**config.mk**
```make
export PLATFORM = sky130hd
export DESIGN_NAME = feistel_pc_cipher_28bit_core
export DESIGN_NICKNAME = d
export VERILOG_FILES = /design/src/rtl/fpc_pkg.sv /design/src/rtl/feistel_pc_cipher_28bit_core.sv /design/src/rtl/fpc_round_cell.sv
export SDC_FILE = /design/constraint.sdc
export NUM_CORES = 2
export LEC_CHECK = 0
export BUFFER_PORTS_ARGS = -buffer_cell sky130_fd_sc_hd__buf_4
export CAP_MARGIN = 40
export CORE_AREA = 2 2 397 399
export CTS_BUF_LIST = sky130_fd_sc_hd__clkbuf_4
export CTS_CLUSTER_DIAMETER = 30
export CTS_CLUSTER_SIZE = 10
export DETAILED_ROUTE_END_ITERATION = 16
export DIE_AREA = 0 0 399 401
export GPL_TIMING_DRIVEN = 0
export HOLD_SLACK_MARGIN = 0.1
export PLACE_DENSITY_LB_ADDON = 0.05
export SLEW_MARGIN = 20
export SYNTH_ARGS = -nofsm -noshare
export SYNTH_HDL_FRONTEND = slang
export SYNTH_SLANG_ARGS = --single-unit
```
**constraint.sdc**
```tcl
create_clock -name clk -period 61.4 [get_ports clk]
set_input_delay 6.14 -clock clk [delete_from_list [all_inputs] [get_ports clk]]
set_output_delay 6.14 -clock clk [all_outputs]
set_load 0.02 [all_outputs]
```
**src/rtl/fpc_pkg.sv**
```systemverilog
// ----------------------------------------------------------------------------
// fpc_pkg: shared types and round function for the 28-bit Feistel PC cipher
// Holds the op and register codes, the pipeline stage record, the S-box and
// the Feistel round function used by every round cell.
// ----------------------------------------------------------------------------
`default_nettype none

package fpc_pkg;

  localparam int ROUNDS    = 8;
  localparam int HALF_W    = 14;
  localparam int WORD_W    = 2 * HALF_W;
  localparam int VALUE_W   = 32;
  localparam int KEY_W     = 32;
  localparam int CFG_IDX_W = 3;
  localparam int CFG_W     = 64;

  localparam logic [31:0] RF_C1 = 32'h9E37_79B9;
  localparam logic [31:0] RF_C2 = 32'h85EB_CA6B;
  localparam logic [31:0] RF_C3 = 32'hC2B2_AE35;

  typedef enum logic [1:0] {
    OP_ENCODE     = 2'd0,
    OP_DECODE     = 2'd1,
    OP_TRANSITION = 2'd2,
    OP_RESERVED   = 2'd3
  } op_t;

  typedef enum logic [CFG_IDX_W-1:0] {
    REG_KEYS_0_1   = 3'd0,
    REG_KEYS_2_3   = 3'd1,
    REG_KEYS_4_5   = 3'd2,
    REG_KEYS_6_7   = 3'd3,
    REG_PRE_WHITE  = 3'd4,
    REG_POST_WHITE = 3'd5,
    REG_ENABLE     = 3'd6
  } cfg_reg_t;

  // One pipeline slot as it travels down the chain of cells.
  typedef struct packed {
    logic                vld;
    op_t                 op;
    logic [VALUE_W-1:0]  value;
    logic [WORD_W-1:0]   hint;
    logic [WORD_W-1:0]   word;
  } stage_t;

  localparam logic [3:0] SBOX [16] = '{
    4'h6, 4'hB, 4'h3, 4'h8, 4'hD, 4'h0, 4'hA, 4'hF,
    4'h2, 4'hC, 4'h5, 4'h1, 4'hE, 4'h9, 4'h7, 4'h4
  };

  function automatic logic [31:0] rotl32(input logic [31:0] x, input int unsigned n);
    rotl32 = (x << n) | (x >> (32 - n));
  endfunction

  // Round function; only the low half-width bits are ever consumed.
  function automatic logic [HALF_W-1:0] round_fn(input logic [HALF_W-1:0] half,
                                                 input logic [KEY_W-1:0]  key);
    logic [31:0] x;
    logic [31:0] prod;
    x = {{(32-HALF_W){1'b0}}, half} ^ key;
    x[3:0] = SBOX[x[3:0]];
    x[7:4] = SBOX[x[7:4]];
    x = rotl32(x, 7) ^ RF_C1;
    prod = x * RF_C2;
    x = {16'h0000, prod[31:16]} ^ x;
    x = rotl32(x, 13) ^ RF_C3;
    x[11:8]  = SBOX[x[11:8]];
    x[15:12] = SBOX[x[15:12]];
    round_fn = x[HALF_W-1:0];
  endfunction

endpackage

`default_nettype wire

```
**src/rtl/feistel_pc_cipher_28bit_core.sv**
```systemverilog
// ----------------------------------------------------------------------------
// feistel_pc_cipher_28bit_core: pipelined 28-bit Feistel PC cipher
// Encodes, decodes or steps an enciphered program counter through a chain
// of registered round cells: a decode chain, an advance stage, an encode
// chain.
// ----------------------------------------------------------------------------
// Usage:
//   The input channel (in_valid, in_stall, in_op, in_value, in_hint) takes
//   one transaction per cycle while in_stall is low. Every transaction
//   produces exactly one result transaction on out_valid / out_stall /
//   out_result, in order. A transaction passes through an entry register,
//   ROUNDS decode cells, the advance stage, ROUNDS encode cells and the
//   output register. Throughput is one transaction per cycle while the
//   output is not stalled, set by the single round per cell in each chain.
//   When the receiver stalls a waiting result, the whole chain holds and
//   in_stall is raised in the same cycle; bubbles in the chain do not hold
//   it. The configuration port is always ready; registers should be written
//   only while no transaction is in flight.
//   Synchronous reset empties the pipeline, clears all round keys and both
//   whitening masks, and sets enable to 1.
// ----------------------------------------------------------------------------
`default_nettype none

module feistel_pc_cipher_28bit_core (
  input  wire logic                          clk,
  input  wire logic                          rst_n,
  input  wire logic                          in_valid,
  output      logic                          in_stall,
  input  wire logic [1:0]                    in_op,
  input  wire logic [31:0]                   in_value,
  input  wire logic [27:0]                   in_hint,
  output      logic                          out_valid,
  input  wire logic                          out_stall,
  output      logic [31:0]                   out_result,
  input  wire logic                          cfg_valid,
  output      logic                          cfg_ready,
  input  wire logic [fpc_pkg::CFG_IDX_W-1:0] cfg_index,
  input  wire logic [fpc_pkg::CFG_W-1:0]     cfg_data
);
  import fpc_pkg::*;

  logic [CFG_W-1:0]   rk_r [4];
  logic [WORD_W-1:0]  pre_wh_r;
  logic [WORD_W-1:0]  post_wh_r;
  logic               enable_r;
  logic [KEY_W-1:0]   key_w [8];

  logic               adv;
  stage_t             dchain [ROUNDS+1];
  stage_t             echain [ROUNDS+1];
  logic               entry_vld_r;
  stage_t             entry_r;
  logic               mid_vld_r;
  stage_t             mid_r;
  logic [WORD_W-1:0]  plain;
  logic [WORD_W-1:0]  next_pc;
  logic [WORD_W-1:0]  mid_word_nxt;
  logic               out_vld_r;
  logic [VALUE_W-1:0] out_result_r;
  op_t                out_op_r;
  logic [VALUE_W-1:0] result_nxt;
  stage_t             last;

  // ---------------- configuration ----------------
  assign cfg_ready = 1'b1;

  always_ff @(posedge clk) begin
    if (!rst_n) begin
      for (int i = 0; i < 4; i++) begin
        rk_r[i] <= '0;
      end
      pre_wh_r  <= '0;
      post_wh_r <= '0;
      enable_r  <= 1'b1;
    end else if (cfg_valid && cfg_ready) begin
      case (cfg_index)
        REG_KEYS_0_1:   rk_r[0]   <= cfg_data;
        REG_KEYS_2_3:   rk_r[1]   <= cfg_data;
        REG_KEYS_4_5:   rk_r[2]   <= cfg_data;
        REG_KEYS_6_7:   rk_r[3]   <= cfg_data;
        REG_PRE_WHITE:  pre_wh_r  <= cfg_data[WORD_W-1:0];
        REG_POST_WHITE: post_wh_r <= cfg_data[WORD_W-1:0];
        REG_ENABLE:     enable_r  <= cfg_data[0];
        default: begin
        end
      endcase
    end
  end

  always_comb begin
    for (int i = 0; i < 4; i++) begin
      key_w[2*i]   = rk_r[i][KEY_W-1:0];
      key_w[2*i+1] = rk_r[i][CFG_W-1:KEY_W];
    end
  end

  // ---------------- flow control ----------------
  // The chain moves as one; it holds only while a finished result is refused.
  assign adv      = !(out_vld_r && out_stall);
  assign in_stall = !adv;

  // ---------------- entry register ----------------
  always_ff @(posedge clk) begin
    if (!rst_n) begin
      entry_vld_r <= 1'b0;
    end else if (adv) begin
      entry_vld_r <= in_valid;
    end
  end

  always_ff @(posedge clk) begin
    if (adv) begin
      entry_r.vld   <= in_valid;
      entry_r.op    <= op_t'(in_op);
      entry_r.value <= in_value;
      entry_r.hint  <= in_hint;
      entry_r.word  <= in_value[WORD_W-1:0] ^ post_wh_r;
    end
  end

  always_comb begin
    dchain[0]     = entry_r;
    dchain[0].vld = entry_vld_r;
  end

  // ---------------- decode chain: keys in reverse order ----------------
  for (genvar j = 0; j < ROUNDS; j++) begin : g_dec
    fpc_round_cell u_cell (
      .clk     (clk),
      .rst_n   (rst_n),
      .adv     (adv),
      .dec     (1'b1),
      .key     (key_w[3'(ROUNDS-1-j)]),
      .stage_i (dchain[j]),
      .stage_o (dchain[j+1])
    );
  end

  // ---------------- advance stage ----------------
  assign plain   = dchain[ROUNDS].word ^ pre_wh_r;
  assign next_pc = (dchain[ROUNDS].hint == '0) ? (plain + WORD_W'(1)) : dchain[ROUNDS].hint;

  always_comb begin
    case (dchain[ROUNDS].op)
      OP_ENCODE:     mid_word_nxt = dchain[ROUNDS].value[WORD_W-1:0] ^ pre_wh_r;
      OP_TRANSITION: mid_word_nxt = next_pc ^ pre_wh_r;
      default:       mid_word_nxt = plain;
    endcase
  end

  always_ff @(posedge clk) begin
    if (!rst_n) begin
      mid_vld_r <= 1'b0;
    end else if (adv) begin
      mid_vld_r <= dchain[ROUNDS].vld;
    end
  end

  always_ff @(posedge clk) begin
    if (adv) begin
      mid_r.vld   <= dchain[ROUNDS].vld;
      mid_r.op    <= dchain[ROUNDS].op;
      mid_r.value <= dchain[ROUNDS].value;
      mid_r.hint  <= dchain[ROUNDS].hint;
      mid_r.word  <= mid_word_nxt;
    end
  end

  always_comb begin
    echain[0]     = mid_r;
    echain[0].vld = mid_vld_r;
  end

  // ---------------- encode chain ----------------
  for (genvar j = 0; j < ROUNDS; j++) begin : g_enc
    fpc_round_cell u_cell (
      .clk     (clk),
      .rst_n   (rst_n),
      .adv     (adv),
      .dec     (1'b0),
      .key     (key_w[3'(j)]),
      .stage_i (echain[j]),
      .stage_o (echain[j+1])
    );
  end

  // ---------------- output register ----------------
  assign last = echain[ROUNDS];

  always_comb begin
    case (last.op)
      OP_ENCODE: begin
        result_nxt = enable_r ? {{(VALUE_W-WORD_W){1'b0}}, last.word ^ post_wh_r}
                              : last.value;
      end
      OP_DECODE: begin
        result_nxt = enable_r ? {{(VALUE_W-WORD_W){1'b0}}, last.word} : last.value;
      end
      OP_TRANSITION: begin
        result_nxt = {{(VALUE_W-WORD_W){1'b0}}, last.word ^ post_wh_r};
      end
      default: begin
        result_nxt = '0;
      end
    endcase
  end

  always_ff @(posedge clk) begin
    if (!rst_n) begin
      out_vld_r <= 1'b0;
    end else if (adv) begin
      out_vld_r <= last.vld;
    end
  end

  always_ff @(posedge clk) begin
    if (adv) begin
      out_result_r <= result_nxt;
      out_op_r     <= last.op;
    end
  end

  assign out_valid  = out_vld_r;
  assign out_result = out_result_r;

  // ---------------- assertions ----------------
  a_reset_empty: assert property (@(posedge clk) !rst_n |=> !out_valid)
    else $error("output valid right after reset");

  a_entry_load: assert property (@(posedge clk) disable iff (!rst_n)
    (in_valid && !in_stall) |=> dchain[0].vld)
    else $error("accepted transaction did not enter the chain");

  a_reserved_zero: assert property (@(posedge clk) disable iff (!rst_n)
    (out_valid && out_op_r == OP_RESERVED) |-> (out_result == '0))
    else $error("reserved op produced a nonzero result");

  a_transition_width: assert property (@(posedge clk) disable iff (!rst_n)
    (out_valid && out_op_r == OP_TRANSITION) |-> (out_result[VALUE_W-1:WORD_W] == '0))
    else $error("transition result exceeds the cipher width");

  a_chain_hold: assert property (@(posedge clk) disable iff (!rst_n)
    !adv |=> (mid_vld_r == $past(mid_vld_r) && entry_vld_r == $past(entry_vld_r)))
    else $error("chain moved while the output was stalled");

endmodule

`default_nettype wire

```
**src/rtl/fpc_round_cell.sv**
```systemverilog
// ----------------------------------------------------------------------------
// fpc_round_cell: one registered Feistel round
// Applies a forward or inverse round to the slot it receives when the op
// calls for this direction, otherwise passes the slot through unchanged.
// ----------------------------------------------------------------------------
`default_nettype none

module fpc_round_cell (
  input  wire logic                     clk,
  input  wire logic                     rst_n,
  input  wire logic                     adv,
  input  wire logic                     dec,
  input  wire logic [fpc_pkg::KEY_W-1:0] key,
  input  wire fpc_pkg::stage_t          stage_i,
  output fpc_pkg::stage_t               stage_o
);
  import fpc_pkg::*;

  logic                 vld_r;
  stage_t               pay_r;
  logic                 active;
  logic [HALF_W-1:0]    left;
  logic [HALF_W-1:0]    right;
  logic [HALF_W-1:0]    f_out;
  logic [WORD_W-1:0]    word_nxt;

  assign left  = stage_i.word[WORD_W-1:HALF_W];
  assign right = stage_i.word[HALF_W-1:0];

  always_comb begin
    if (dec) begin
      active = (stage_i.op == OP_DECODE) || (stage_i.op == OP_TRANSITION);
    end else begin
      active = (stage_i.op == OP_ENCODE) || (stage_i.op == OP_TRANSITION);
    end
  end

  // The inverse round is the forward round with the halves swapped.
  assign f_out = round_fn(dec ? left : right, key);

  always_comb begin
    if (!active) begin
      word_nxt = stage_i.word;
    end else if (dec) begin
      word_nxt = {right ^ f_out, left};
    end else begin
      word_nxt = {right, left ^ f_out};
    end
  end

  always_ff @(posedge clk) begin
    if (!rst_n) begin
      vld_r <= 1'b0;
    end else if (adv) begin
      vld_r <= stage_i.vld;
    end
  end

  always_ff @(posedge clk) begin
    if (adv) begin
      pay_r.vld   <= stage_i.vld;
      pay_r.op    <= stage_i.op;
      pay_r.value <= stage_i.value;
      pay_r.hint  <= stage_i.hint;
      pay_r.word  <= word_nxt;
    end
  end

  always_comb begin
    stage_o     = pay_r;
    stage_o.vld = vld_r;
  end

endmodule

`default_nettype wire
```
Word level (Yosys, flattened, before mapping)
Memory sizes are Yosys's and may differ from the RTL's.
Index checks and enable logic that the tools add are counted.
Widths: inputs -> output; s select.
{ "op_classes": {"muxes": 106, "eq_ne": 33, "addsub": 1, "n_bitwise": 97, "n_reduce_logical": 32, "n_lt_le_gt_ge": 32, "mul": 8} }
{ "op_table": {"columns": ["cell", "n"], "rows": [
  ["$mux 28", 17],
  ["$mul 32x32->32 const B", 8],
  ["$mux 64", 4],
  ["$or 32x7->32", 8],
  ["$xor 14x32->32", 8],
  ["$xor 16x32->32", 8],
  ["$mux 4", 48],
  ["$ge 5x5->1 const B", 32],
  ["$not 20->20", 8],
  ["$not 4->5", 32],
  ["$xor 28x28->28", 5],
  ["$or 16x13->16", 8],
  ["$xor 14x14->14", 8],
  ["$pmux 32 s3", 1],
  ["$not 9->9", 8],
  ["$mux 32", 2],
  ["$pmux 28 s2", 1],
  ["$eq 2x2->1 const B", 18],
  ["$mux 2", 16],
  ["$add 28x1->28 const B", 1],
  ["$logic_not 28->1", 1],
  ["$logic_not 2->1", 10],
  ["$eq 2x1->1 const B", 9],
  ["$mux 1", 17],
  ["other kinds (8)", 31]
]} }
{ "totals": {"regBits": 1476, "input_bits": 134, "output_inout_bits": 35, "mem_bits_rw": 256, "elab_cells": 428, "memories": 33, "rom_bits": 2048} }
{ "memory_table": {"columns": ["name", "depth", "word_bits", "rd", "rd_ports_with_merged_regs", "wr", "line", "source"], "rows": [
  ["rk_r", 4, 64, 2, 0, 4, "feistel_pc_cipher_28bit_core.sv:42", "logic [CFG_W-1:0] rk_r [4];"],
  ["(no name shown)", 16, 4, 1, 0, 0, "fpc_pkg.sv:69", "x[11:8] = SBOX[x[11:8]];"],
  ["(no name shown)", 16, 4, 1, 0, 0, "fpc_pkg.sv:63", "x[3:0] = SBOX[x[3:0]];"],
  ["(no name shown)", 16, 4, 1, 0, 0, "fpc_pkg.sv:64", "x[7:4] = SBOX[x[7:4]];"],
  ["(no name shown)", 16, 4, 1, 0, 0, "fpc_pkg.sv:69", null],
  ["(no name shown)", 16, 4, 1, 0, 0, "fpc_pkg.sv:69", null],
  ["27 more memories", null, null, null, null, null, null, null]
]} }

Depth between registers and ports, before layout
An unclocked memory read counts as a cell.
{ "depth": {"word_depth": 18, "depth_mapped": 31, "ltp_nobuf": 31} }

Modules after synthesis
From an unflattened synthesis, not the netlist that was laid out.
{ "hier_totals": {"hier_cells": 11586, "hier_area_um2": 136270.7} }
{ "by_module_without_submodules": {"columns": ["module", "area_per_inst_um2", "cells_each", "seq_area_each_um2", "instances"], "rows": [
  ["fpc_round_cell at g_dec[1].u_cell ...", 7474.7, 647, 2722.6, 10],
  ["feistel_pc_cipher_28bit_core", 16651.0, 1273, 11410.9, 1],
  ["fpc_round_cell at g_enc[5].u_cell ...", 7435.9, 633, 2722.6, 2],
  ["fpc_round_cell at g_dec[0].u_cell", 7738.7, 681, 2722.6, 1],
  ["fpc_round_cell at g_enc[7].u_cell", 7447.1, 635, 2722.6, 1],
  ["fpc_round_cell at g_enc[4].u_cell", 7422.1, 629, 2722.6, 1],
  ["fpc_round_cell at g_enc[3].u_cell", 7393.3, 632, 2722.6, 1]
]} }

Worst setup path after synthesis
No wires, ideal clock.
{ "synth_path": {"kind": "input to register", "start": "input out_stall", "end": "register entry_r, in the netlist dchain[728], enable pin", "n_path_buf": 2, "path_slack_ns": 14.855, "path_stages": 3, "setup_time_ns": 2.312, "required_ns": 59.088, "t_arrival_ns": 44.233, "path_cell_list": "nand2_1 -> clkbuf_1 -> clkbuf_1"} }
{ "synth_via": {"elab_chain_len": 1} }
{ "synth_rtl": {"columns": ["item", "line", "source"], "rows": [
  ["start, declared", "feistel_pc_cipher_28bit_core.sv:33", "input wire logic out_stall,"],
  ["$logic_and 1x1->1", "feistel_pc_cipher_28bit_core.sv:99", "assign adv = !(out_vld_r && out_stall);"],
  ["end, declared", "feistel_pc_cipher_28bit_core.sv:52", "stage_t entry_r;"]
]} }
No other way between the ends.
A chain may end at the register's enable or synchronous reset.

Final worst setup path
{ "layout_path": {"start": "input out_stall", "end": "output in_stall"} }
{ "layout_via": {"elab_chain_len": 1} }
{ "layout_rtl": {"columns": ["item", "line", "source"], "rows": [
  ["$logic_and 1x1->1", "feistel_pc_cipher_28bit_core.sv:99", null],
  ["end, declared", "feistel_pc_cipher_28bit_core.sv:28", "output logic in_stall,"]
]} }
No other way between the ends.

==> run metrics <==
status=completed; io pins=approximately 170; Tmin final=13.16 ns; vias=just under 50000; Inserted Clock Buffers=310; clk_lat worst skew=1.23 ns; gr usage total=25.51%; crit path max fanout=10; Layout Cells excl Fill=slightly above 9000; Fin Setup TNS=0 ns; syn_area_per_cell=13.67 sq um; Rel. slew slack=roughly 42%; row count=between 100 and 150; Max Fclk=about 76 MHz; number of routed nets with antenna violations=0; DPL Wire Length=157200 um; Worst Hold Class=reg2reg; CP required=55.26 ns; die area=~0.16 sq mm; CTS tree=built; Worst Clk Skew=around 0.11 ns; Placer Congestion=slightly above 0.9; number of distinct library cells after synthesis=75; Yosys reg bits=1604; type of the worst setup path=in2out; Final Max Tran Viols=0; port buffer count=around 170; post-CTS setup buffers=0; Post-synth top flop=edfxtp_1; endpoints failing hold=0; initial antenna violation count=20; final setup vio count=0; vias in the first global route=between 40000 and 50000; clk root buf=clkbuf_4; Remaining Overflow, GRT=0; CTS sink cnt=~1600; Synth top cells by count=1528 x edfxtp_1, 910 x inv_1, 713 x ha_1; CTS Buffer Depth=4; global-route wire length before repair=a little under 300000 um; drt total wl=about 200000 um; leading cell type by number of instances after synthesis=edfxtp_1; MaxCap Viol Count=0; H-tree depth=5; router iterations before antenna repair=5; Cell Area, Placed=about 0.09 sq mm; Vias per Instance=5.327; WL/cell=between 20 and 25 um; cts hold-fix bufs=0; Least-Margin Pin Slew=roughly 0.87 ns; cell area after layout=0.09475 sq mm; die height=around 400 um; syn_nets=around 7500; post-synthesis sequential area ratio=55.60%; Iteration-0 DRC Markers=3814; Final #Nets=around 8000; drt drc=0; DIE WIDTH=between 300 and 400 um; mapped cell area=about 0.085 sq mm; Area Growth Syn to Fin=11.12%; crit path DAT=between 7 and 8 ns; pre-CTS WS=48.21 ns; core area=0.1557 sq mm; Mapped Cells=6236; Area contributors post-synth=edfxtp_1 54%, ha_1 10%, fa_1 9.3%, inv_1 4.0%, xnor2_1 3.6%; final period utilization=21.43%; Setup crit end kind=output pin; area share of the leading cell type in the synthesized netlist=between 50% and 60%; clock-pin slew on the worst setup and hold paths=about 0.090 ns; Async S/R FF share, synth=0%; share of layout cells above drive strength 1=a little over an eighth; RSZ-0062 raised after global routing=false; area leader, netlist=edfxtp_1; Synth Warn #=0; post_cts resized=0; Initial Util=between 50% and 60%; startpoint class of the critical path=primary input; largest net degree at the start of global routing=60; number of synthesized flops with an enable pin=between 1500 and 2000; Post-Place Cells=8512; final worst setup slack=just under 50 ns
final timing paths:
path | to | slack [ns] | depth (start not counted) | startpoint
worst min-delay path | g_dec[0].u_cell.stage_o[66] | 0.37 | 0 | dchain[794]
worst max register to register | g_dec[7].u_cell.stage_o[26] | 52.44 | 28 | rk_r[0][4]
worst max-delay path | in_stall | 48.24 | 5 | out_stall
worst min register to register | g_dec[0].u_cell.stage_o[66] | 0.37 | 0 | dchain[794]
logic make-up (layout without fill, tap and decap cells):
family | Yosys count | after routing | synth area share [%]
adder cells (fa/ha/maj) | 1109 | 1109 | 19.76
AND/OR/NAND/NOR | 1058 | 1058 | 5.900
buffers and inverters | 1048 | 1800 | 4.627
flip-flops | 1604 | 1604 | 55.60
XOR/XNOR | 596 | 596 | 6.320
AO/OA/AOI/OAI | 585 | 585 | 4.282
other | 1 | 12 | 0.004398
multiplexers | 235 | 235 | 3.511
registers in the layout, indices dropped and copies added (netlist names), 28 cells and up:
name                  count
g_enc.u_cell.stage_o    496
pre_wh_r                 28
out_result               32
dchain                   90
g_dec.u_cell.stage_o    720
echain                   62
rk_r                    128
post_wh_r                28
metrics by stage:
stage | hold WS, ns | utilization, %
2_1_floorplan | 0.4003 | -
3_3_place_gp | 0.4000 | 57.24
3_5_place_dp | 0.4045 | 57.84
4_1_cts | 0.3539 | 60.85
5_1_grt | 0.3590 | 60.86
6_report | 0.3667 | 60.87
cell type report:
| class | count | area, sq um |
|---|---|---|
| fill | 12360 | 60910 |
| sequential | 1604 | 47410 |
| multi-input combinational | 3584 | 33940 |
| inverter | 916 | 3438 |
| clock buffer | 345 | 2590 |
| tap | 2058 | 2575 |
| timing repair buffer | 219 | 2171 |
| clock inverter | 188 | 2091 |
| buffer | 132 | 511.7 |
| antenna | 11 | 27.53 |
layer usage:
layer	GRT usage, %	wire [um]	up-vias
li1	-	-	22720
met1	35.43	87240	23730
met2	40.44	94070	1454
met3	4.778	12350	334
met4	8.904	6743	12
met5	0	73	-
cells in the final DEF (no fill, tap or decap), types with 17 or more instances in the layout:
master      Yosys  routed
a211oi_1       43      43
a21boi_0       75      75
a21oi_1       174     174
a31oi_1        50      50
and2_1        246     246
buf_16          0      21
buf_4           1     176
bufinv_16       0      41
clkbuf_1      121     119
clkbuf_4        0     347
clkinv_1        0      41
clkinv_2        0      43
clkinvlp_4      0      23
dfxtp_1        76      76
edfxtp_1     1528    1528
fa_1          396     396
ha_1          713     713
inv_1         910     910
inv_6           0      17
mux2_2        182     182
mux2i_1        19      19
mux4_2         33      33
nand2_1       445     444
nand2b_1       35      35
nand3_1        26      26
nor2_1        180     180
nor2b_1        35      35
nor3_1         31      30
o211ai_1       20      20
o21ai_0        99      96
o22ai_1        33      33
xnor2_1       351     351
xor2_1        231     231
worst max-delay path, cell delays in order:
cell	delay (ns)
buf_4	0.08
nand2_1	0.06
inv_1	0.07
clkbuf_1	0.38
buf_4	0.28
Power is left out: the tool's default activity adds up to more than one toggle a clock period on the data nets, which glitch-free logic cannot reach.
